<file path="src/acse_pkg.sv">
// Shared types and codes of the address cache.
package acse_pkg;

    // Index width of the scan record, sized for the largest table.
    localparam int MAX_IDX_W       = 6;
    localparam int DEFAULT_ENTRIES = 8;

    // Entry state codes with a special meaning.
    localparam logic [2:0] ENT_NONE  = 3'd0;
    localparam logic [2:0] ENT_STALE = 3'd3;
    localparam logic [2:0] ENT_PERM  = 3'd6;

    typedef enum logic [1:0] {
        KIND_LOOKUP = 2'd0,
        KIND_ALLOC  = 2'd1,
        KIND_SET    = 2'd2,
        KIND_FLUSH  = 2'd3
    } t_kind;

    typedef enum logic [1:0] {
        S_IDLE,
        S_SCAN,
        S_OUT
    } t_state;

    // Record handed from cell to cell along the chain.
    typedef struct packed {
        logic                 active;
        t_kind                kind;
        logic [31:0]          addr;
        logic [2:0]           slot;
        logic [2:0]           new_state;
        logic [31:0]          now;
        logic                 have_free;
        logic [MAX_IDX_W-1:0] free_idx;
        logic                 hit;
        logic [MAX_IDX_W-1:0] hit_idx;
        logic                 have_cand;
        logic                 cand_stale;
        logic [MAX_IDX_W-1:0] cand_idx;
        logic [31:0]          cand_age;
    } t_scan;

    // Write command broadcast to every cell.
    typedef struct packed {
        logic                 wr;
        logic                 wr_addr;
        logic                 flush;
        logic [MAX_IDX_W-1:0] idx;
        logic [2:0]           state;
        logic [31:0]          addr;
        logic [31:0]          stamp;
    } t_wr_cmd;

endpackage

</file>
<file path="src/acse_entry.sv">
// One cache entry with its stage of the scan chain.
module acse_entry #(
    parameter int CELL_IDX = 0
) (
    input  logic             i_clk,
    input  logic             i_rst_n,
    input  acse_pkg::t_scan   i_scan,
    input  acse_pkg::t_wr_cmd i_wr,
    output acse_pkg::t_scan   o_scan
);

    localparam logic [acse_pkg::MAX_IDX_W-1:0] MyIdx = acse_pkg::MAX_IDX_W'(CELL_IDX);

    logic [2:0]      r_state;
    logic [31:0]     r_addr;
    logic [31:0]     r_time;
    acse_pkg::t_scan r_out;
    acse_pkg::t_scan n_out;

    logic        w_used;
    logic        w_stale;
    logic        w_take;
    logic [31:0] w_age;

    // Hold the entry state; flush frees every non-permanent entry
    always_ff @(posedge i_clk) begin
        if (!i_rst_n) begin
            r_state <= acse_pkg::ENT_NONE;
        end else if (i_wr.flush) begin
            if (r_state != acse_pkg::ENT_PERM) begin
                r_state <= acse_pkg::ENT_NONE;
            end
        end else if (i_wr.wr && i_wr.idx == MyIdx) begin
            r_state <= i_wr.state;
        end
    end

    // Hold address and timestamp
    always_ff @(posedge i_clk) begin
        if (i_wr.flush) begin
            if (r_state != acse_pkg::ENT_PERM) begin
                r_time <= i_wr.stamp;
            end
        end else if (i_wr.wr && i_wr.idx == MyIdx) begin
            r_time <= i_wr.stamp;
            if (i_wr.wr_addr) begin
                r_addr <= i_wr.addr;
            end
        end
    end

    // Fold this entry into the passing record
    always_comb begin
        n_out   = i_scan;
        w_used  = (r_state != acse_pkg::ENT_NONE);
        w_stale = (r_state == acse_pkg::ENT_STALE);
        w_age   = i_scan.now - r_time;
        w_take  = 1'b0;

        if (!i_scan.have_free && !w_used) begin
            n_out.have_free = 1'b1;
            n_out.free_idx  = MyIdx;
        end
        if (!i_scan.hit && w_used && r_addr == i_scan.addr) begin
            n_out.hit     = 1'b1;
            n_out.hit_idx = MyIdx;
        end
        // Victim: stale first, then oldest, earlier cell wins ties
        if (w_used && r_state != acse_pkg::ENT_PERM) begin
            if (!i_scan.have_cand) begin
                w_take = 1'b1;
            end else if (w_stale && !i_scan.cand_stale) begin
                w_take = 1'b1;
            end else if (w_stale == i_scan.cand_stale && w_age > i_scan.cand_age) begin
                w_take = 1'b1;
            end
        end
        if (w_take) begin
            n_out.have_cand  = 1'b1;
            n_out.cand_stale = w_stale;
            n_out.cand_idx   = MyIdx;
            n_out.cand_age   = w_age;
        end
    end

    // Advance the record to the next cell
    always_ff @(posedge i_clk) begin
        if (!i_rst_n) begin
            r_out.active <= 1'b0;
        end else begin
            r_out <= n_out;
        end
    end

    assign o_scan = r_out;

endmodule

</file>
<file path="src/acse_ctrl.sv">
// Request launch, decision, write-back and result register of the cache.
module acse_ctrl #(
    parameter int ENTRIES = acse_pkg::DEFAULT_ENTRIES
) (
    input  logic              i_clk,
    input  logic              i_rst_n,
    input  logic              i_in_valid,
    output logic              o_in_ready,
    input  acse_pkg::t_kind   i_kind,
    input  logic [31:0]       i_addr,
    input  logic [2:0]        i_slot,
    input  logic [2:0]        i_new_state,
    input  logic [31:0]       i_now,
    output acse_pkg::t_scan   o_launch,
    input  acse_pkg::t_scan   i_done,
    output acse_pkg::t_wr_cmd o_wr,
    output logic              o_out_valid,
    input  logic              i_out_ready,
    output logic              o_found,
    output logic [2:0]        o_slot,
    output logic              o_evicted
);

    acse_pkg::t_state r_state;
    acse_pkg::t_state n_state;

    logic       r_found, n_found;
    logic [2:0] r_slot, n_slot;
    logic       r_evicted, n_evicted;

    logic       r_out_valid;
    logic       r_out_found;
    logic [2:0] r_out_slot;
    logic       r_out_evicted;

    logic w_accept;
    logic w_decide;
    logic w_load;

    assign o_in_ready = (r_state == acse_pkg::S_IDLE);
    assign w_accept   = i_in_valid && o_in_ready;
    assign w_decide   = (r_state == acse_pkg::S_SCAN) && i_done.active;
    assign w_load     = (r_state == acse_pkg::S_OUT) && (!r_out_valid || i_out_ready);

    // Start a fresh record at the head of the chain
    always_comb begin
        o_launch           = '0;
        o_launch.active    = w_accept;
        o_launch.kind      = i_kind;
        o_launch.addr      = i_addr;
        o_launch.slot      = i_slot;
        o_launch.new_state = i_new_state;
        o_launch.now       = i_now;
    end

    // Decide the result and the write-back from the finished record
    always_comb begin
        n_found    = 1'b0;
        n_slot     = 3'd0;
        n_evicted  = 1'b0;
        o_wr       = '0;
        o_wr.state = i_done.new_state;
        o_wr.addr  = i_done.addr;
        o_wr.stamp = i_done.now;
        if (w_decide) begin
            unique case (i_done.kind)
                acse_pkg::KIND_LOOKUP: begin
                    if (i_done.hit) begin
                        n_found = 1'b1;
                        n_slot  = i_done.hit_idx[2:0];
                    end
                end
                acse_pkg::KIND_ALLOC: begin
                    if (i_done.have_free) begin
                        o_wr.wr      = 1'b1;
                        o_wr.wr_addr = 1'b1;
                        o_wr.idx     = i_done.free_idx;
                        n_found      = 1'b1;
                        n_slot       = i_done.free_idx[2:0];
                    end else if (i_done.have_cand) begin
                        o_wr.wr      = 1'b1;
                        o_wr.wr_addr = 1'b1;
                        o_wr.idx     = i_done.cand_idx;
                        n_found      = 1'b1;
                        n_slot       = i_done.cand_idx[2:0];
                        n_evicted    = 1'b1;
                    end
                end
                acse_pkg::KIND_SET: begin
                    if (int'(i_done.slot) < ENTRIES) begin
                        o_wr.wr  = 1'b1;
                        o_wr.idx = acse_pkg::MAX_IDX_W'(i_done.slot);
                    end
                end
                acse_pkg::KIND_FLUSH: begin
                    o_wr.flush = 1'b1;
                end
                default: begin
                end
            endcase
        end
    end

    // Next state
    always_comb begin
        n_state = r_state;
        unique case (r_state)
            acse_pkg::S_IDLE: if (w_accept) n_state = acse_pkg::S_SCAN;
            acse_pkg::S_SCAN: if (w_decide) n_state = acse_pkg::S_OUT;
            acse_pkg::S_OUT:  if (w_load)   n_state = acse_pkg::S_IDLE;
            default:          n_state = acse_pkg::S_IDLE;
        endcase
    end

    always_ff @(posedge i_clk) begin
        if (!i_rst_n) begin
            r_state <= acse_pkg::S_IDLE;
        end else begin
            r_state <= n_state;
        end
    end

    // Hold the decided result until the output register is free
    always_ff @(posedge i_clk) begin
        if (w_decide) begin
            r_found   <= n_found;
            r_slot    <= n_slot;
            r_evicted <= n_evicted;
        end
    end

    // Output register: load on a free slot, drop on transfer
    always_ff @(posedge i_clk) begin
        if (!i_rst_n) begin
            r_out_valid <= 1'b0;
        end else if (w_load) begin
            r_out_valid <= 1'b1;
        end else if (i_out_ready) begin
            r_out_valid <= 1'b0;
        end
    end

    always_ff @(posedge i_clk) begin
        if (w_load) begin
            r_out_found   <= r_found;
            r_out_slot    <= r_slot;
            r_out_evicted <= r_evicted;
        end
    end

    assign o_out_valid = r_out_valid;
    assign o_found     = r_out_found;
    assign o_slot      = r_out_slot;
    assign o_evicted   = r_out_evicted;

endmodule

</file>
<file path="src/address_cache_with_stale_first_eviction_unit.sv">
// Top level of the address cache: entry chain and controller.
//
//  channel  | direction | tdata / tuser contents
//  ---------+-----------+-------------------------------------------------------
//  s_axis   | in        | tuser: kind; tdata: ip_addr, slot, new_state, now
//  m_axis   | out       | tdata: found, result_slot, evicted
//
// Every request walks a record through the ENTRIES cells, one cell a cycle, and
// the controller then decides and writes back; the next transfer is accepted
// only once the result of the last one has been loaded into the output register.
// Reset is synchronous, active low, and frees every entry at once.
// A stalled output holds its result; a further request is taken meanwhile and
// waits for the output register once its scan is done.
module address_cache_with_stale_first_eviction_unit #(
    parameter int ENTRIES = acse_pkg::DEFAULT_ENTRIES
) (
    input  logic        i_clk,
    input  logic        i_rst_n,
    input  logic        s_axis_tvalid,
    output logic        s_axis_tready,
    input  logic [71:0] s_axis_tdata,  // ip_addr[31:0], slot[34:32], new_state[37:35],
                                       // now[69:38], zero[71:70]
    input  logic [1:0]  s_axis_tuser,  // kind[1:0]
    output logic        m_axis_tvalid,
    input  logic        m_axis_tready,
    output logic [7:0]  m_axis_tdata   // found[0], result_slot[3:1], evicted[4], zero[7:5]
);

    acse_pkg::t_scan   w_chain [ENTRIES+1];
    acse_pkg::t_wr_cmd w_wr;

    logic       w_found;
    logic [2:0] w_slot;
    logic       w_evicted;

    acse_ctrl #(
        .ENTRIES(ENTRIES)
    ) u_ctrl (
        .i_clk       (i_clk),
        .i_rst_n     (i_rst_n),
        .i_in_valid  (s_axis_tvalid),
        .o_in_ready  (s_axis_tready),
        .i_kind      (acse_pkg::t_kind'(s_axis_tuser)),
        .i_addr      (s_axis_tdata[31:0]),
        .i_slot      (s_axis_tdata[34:32]),
        .i_new_state (s_axis_tdata[37:35]),
        .i_now       (s_axis_tdata[69:38]),
        .o_launch    (w_chain[0]),
        .i_done      (w_chain[ENTRIES]),
        .o_wr        (w_wr),
        .o_out_valid (m_axis_tvalid),
        .i_out_ready (m_axis_tready),
        .o_found     (w_found),
        .o_slot      (w_slot),
        .o_evicted   (w_evicted)
    );

    // Row of entry cells, each passing the scan record on
    for (genvar g = 0; g < ENTRIES; g++) begin : g_entry
        acse_entry #(
            .CELL_IDX(g)
        ) u_entry (
            .i_clk  (i_clk),
            .i_rst_n(i_rst_n),
            .i_scan (w_chain[g]),
            .i_wr   (w_wr),
            .o_scan (w_chain[g+1])
        );
    end

    assign m_axis_tdata = {3'b000, w_evicted, w_slot, w_found};

endmodule

</file>
<file path="config.mk">
export PLATFORM = sky130hd
export DESIGN_NAME = address_cache_with_stale_first_eviction_unit
export DESIGN_NICKNAME = d
export VERILOG_FILES = /design/src/acse_pkg.sv /design/src/acse_entry.sv /design/src/acse_ctrl.sv /design/src/address_cache_with_stale_first_eviction_unit.sv
export SDC_FILE = /design/constraint.sdc
export NUM_CORES = 2
export LEC_CHECK = 0
export BUFFER_PORTS_ARGS = -buffer_cell sky130_fd_sc_hd__buf_2
export CAP_MARGIN = 10
export CELL_PAD_IN_SITES_DETAIL_PLACEMENT = 1
export CELL_PAD_IN_SITES_GLOBAL_PLACEMENT = 2
export CORE_MARGIN = 2
export CORE_UTILIZATION = 50
export DETAILED_ROUTE_END_ITERATION = 8
export PLACE_DENSITY = 0.92
export SLEW_MARGIN = 20
export SYNTH_ARGS = -nofsm -noshare
export SYNTH_HDL_FRONTEND = slang
export SYNTH_SLANG_ARGS = --single-unit
</file>
<file path="constraint.sdc">
create_clock -name i_clk -period 12.7 [get_ports i_clk]
set_input_delay 3.81 -clock i_clk [delete_from_list [all_inputs] [get_ports i_clk]]
set_output_delay 3.81 -clock i_clk [all_outputs]
set_load 0.005 [all_outputs]
</file>
==> reports/metrics.yaml <==
timing:
  final_critical_path_setup_slack_ns: 5.36
  timing.setup.tns_ns: 0
  hold_viol_final: 0
  relSlewSlack_pct: 26.1
  fin_crit_period_ns: 7.34
  rsz0062_at_grt: "false"
  layout_worst_path_cycle_share_pct: 57.8
  timing.clock.skew_ns: 0.0409
  slew_worst_pin_ns: 1.11
  fmaxAchievable_mhz: 136
  timing_max_transition_violations_final: 0
  setup_violations: 0
layout:
  fin_area_mm2: 0.0762
  fin_cells: 7202
  area_delta_synth_final_pct: 11.2
  finish.net_count: 5862
  multi_input_area_mm2: 0.0234
  drive_gt1_share_pct: 10.2
  fillCellCount: 13300
  layout.area.seq_mm2: 0.0429
pwr:
  combPwrFrac_pct: 8.3
  pwr_density_cell_mw_per_mm2: 142
  switching_share_pct: 24.4
  net-switching-power_mw: 2.65
  internal_power_mw: 8.18
  share_clk_of_total_power_pct: 40.0
  reported_leakage_power_nw: 29.7
  seq_power_share_pct: 51.7
  ir_drop_v: 0.000139
clock_tree:
  post-cts-setup-buffers: 0
  cts.reportedPaths.clkPinSlew_ns: 0.06
  post_cts_resize_count: 0
  number_of_buffers_inserted_by_hold_repair_at_cts: 0
  number_of_buffers_created_by_cts: 147
  tritoncts: "yes"
  worst_skew_pair.late_latency_ns: 0.81
  tritoncts_num_sinks: 1439
  root_buffer: "clkbuf_16"
  htree_levels: 4
  cts_max_path_buffers: 3
drt:
  antenna_violating_nets_post_route: 0
  routed_via_density: 5.80
  wl_um: 178000
  number_of_design_rule_violations_left_by_the_first_detailed_router_iteration: 3338
  drc_errors: 0
  routed_wire_length_per_instance_um: 24.7
  detailedRoute.firstPassIterationCount: 5
  detailroute.via_count: 41800
logic_synthesis:
  library_cell_with_the_largest_summed_area_after_synthesis: "edfxtp_1"
  synth-seq-cells: 1439
  synthMostInstantiatedCell: "edfxtp_1"
  synth.distinct_cells: 95
  async_reset_ff_share_pct: 0
  postSynthCellCount: 5089
  ys_top_cells_by_area: "edfxtp_1 (61%), ha_1 (8.8%), xnor2_1 (4.0%), inv_1 (3.1%), mux2_2 (2.2%)"
  edff_count_synth: 1404
  ys.flop_type: "edfxtp_1"
  synth-warning-count: 0
  synth_top_area_share_pct: 61.5
  synth_commonest_cells: "edfxtp_1 (1404), inv_1 (575), ha_1 (483)"
  synth.avg_cell_area_um2: 13.5
  synth-seq-area-share_pct: 62.5
  syn_area_mm2: 0.0686
setup_path:
  critical_path.most_common_cell: "inv_1"
  critPathMaxStageDelay_ns: 0.90
  worstSetupPathType: "flop to flop"
  cp_data_required_time_ns: 13.24
  crit_chain: "inv_1 -> ha_1 -> inv_1 -> fa_1 -> a21o_1 -> a21oi_1 -> nor2b_1 -> o211ai_1 -> a21oi_1 -> o211ai_1 -> o21ai_0 -> a41oi_1 -> xnor2_1 -> ha_1 -> nand4_1 -> nor4_1 -> inv_1 -> or4_1 -> a311oi_2 -> or2_1 -> buf_4 -> mux2_2"
  worst-endpoint-arrival_ns: 7.88
  crit_slowest_cell: "nor4_1"
  critical_path.endpoint_type: "flop"
  setup.worst_path.start_class: "flop"
  critical_path_peak_fanout: 32
placement:
  port_buffers: 82
  post-place-cells: 6921
  detailedPlacementHpwl_um: 127000
  worst_slack_at_placement_ns: 5.17
  detailed_place.area_mm2: 0.0713
  finalWeightedCongestion: 0.894
floorplan:
  ioPinCount: 88
  placementRows: 135
  floorplan.initialDensity_pct: 50.5
  core-area_mm2: 0.136
  die_y_um: 374
  die_w_um: 374
  fp.dieArea_mm2: 0.140
grt:
  vias_in_the_first_global_route: 44800
  grt_util_all_layers_pct: 25.2
  grt_max_degree: 177
  grt_pass1_wl_um: 269000
  grt_antenna_before_repair: 11
  grt_overflow: 0
min_path:
  hold_class: "flop to flop"
job:
  max-cap-violations: 0
status:
  status: "completed"
[cell type report]
type,instances,area share (%)
inverter,575,2.83
antenna,7,0.0230
multi-input combinational,3017,30.7
timing repair buffer,113,1.02
clock buffer,186,5.12
sequential,1439,56.2
tap,1781,2.92
clock inverter,84,1.17
[per-stage QoR]
step | util [%] | hold slack, ns | total power, mW
floorplan | - | 0.400 | 6.17
global placement | 52.5 | 0.401 | 6.49
detailed placement | 52.5 | 0.406 | 6.55
CTS | 56.0 | 0.414 | 10.9
global route | 56.1 | 0.421 | 11.1
finish | 56.1 | 0.414 | 10.8
[layer usage]
metal  track usage, %  up-vias  wire, um
met5                0        -         0
met4             9.69        0      6020
met3             3.24      329      9890
met2             42.4     1382     85200
met1             33.5    21000     76600
li1                 -    19100         -
[layout by cell type (no fill, tap or decap), types with 10 or more instances in the layout]
cell | Yosys | layout
edfxtp_1 | 1404 | 1404
buf_4 | 13 | 24
clkinv_2 | 0 | 21
or3_1 | 25 | 25
a211o_1 | 10 | 10
nor3_1 | 70 | 67
dfxtp_1 | 35 | 35
nor3b_1 | 12 | 12
nand3_1 | 70 | 70
o31ai_1 | 10 | 10
mux2_2 | 134 | 134
clkbuf_1 | 33 | 32
xnor2_1 | 312 | 312
xor2_1 | 165 | 165
nand2b_1 | 51 | 51
mux2i_1 | 12 | 12
o21a_1 | 47 | 46
inv_1 | 575 | 575
or2_2 | 39 | 39
nor2b_1 | 66 | 66
nor4_1 | 41 | 40
and2_1 | 34 | 34
o21bai_1 | 25 | 25
a21oi_1 | 276 | 271
a31oi_1 | 23 | 21
nand4_1 | 113 | 113
o22ai_1 | 10 | 10
nor2_1 | 213 | 208
ha_1 | 483 | 483
clkinv_1 | 0 | 26
o21ai_0 | 177 | 176
and3_1 | 24 | 24
a21boi_0 | 16 | 16
mux2_1 | 19 | 19
o211ai_1 | 11 | 11
clkbuf_16 | 0 | 148
buf_2 | 9 | 81
a211oi_1 | 24 | 24
a21o_1 | 170 | 170
nand2_1 | 164 | 164
[power groups by stage]
stage | Combinational, mW | Clock (mW) | Sequential [mW]
floorplan | 0.596 | 0 | 5.57
global placement | 0.829 | 0 | 5.66
detailed placement | 0.875 | 0 | 5.68
CTS | 0.900 | 4.39 | 5.59
global route | 0.996 | 4.54 | 5.60
finish | 0.900 | 4.33 | 5.59
[cell families (layout without fill, tap and decap cells)]
kind of cell / after synthesis / in the layout / synth area share, %
flip-flops: 1439 / 1439 / 62.5
AND/OR/NAND/NOR: 949 / 949 / 7.11
AO/OA/AOI/OAI: 932 / 932 / 8.95
buffers and inverters: 635 / 958 / 3.60
adder cells (fa/ha/maj): 491 / 491 / 9.05
XOR/XNOR: 477 / 477 / 6.09
multiplexers: 165 / 165 / 2.69
other: 1 / 10 / 0.00547
[sequential cells by signal, summed over array words and instances, names as in the netlist, 2 cells and up]
signal / cells
g_entry.u_entry.o_scan: 890
g_entry.u_entry.r_addr: 256
g_entry.u_entry.r_time: 256
g_entry.u_entry.r_state: 24
u_ctrl.o_slot: 3
u_ctrl.r_slot: 3
u_ctrl.r_state: 2
[worst paths after layout]
kind | cells past startpoint | end | startpoint | slack (ns)
max reg2reg | 22 | g_entry[1].u_entry.o_scan[28] | g_entry[0].u_entry.o_scan[54] | 5.36
min reg2reg | 0 | g_entry[6].u_entry.o_scan[91] | g_entry[5].u_entry.o_scan[91] | 0.41
min | 0 | g_entry[6].u_entry.o_scan[91] | g_entry[5].u_entry.o_scan[91] | 0.41
max | 22 | g_entry[1].u_entry.o_scan[28] | g_entry[0].u_entry.o_scan[54] | 5.36
[worst max-delay path, delay by kind of cell (launching register included)]
kind | cells | cell delay, ns
flops | 1 | 0.40
xor+xnor | 1 | 0.12
simple gates | 5 | 1.97
mux | 1 | 0.42
compound gates | 8 | 2.45
fa+ha+maj | 3 | 1.01
buf+inv | 4 | 0.64
Note: power is estimated with default switching activity, not from simulation.
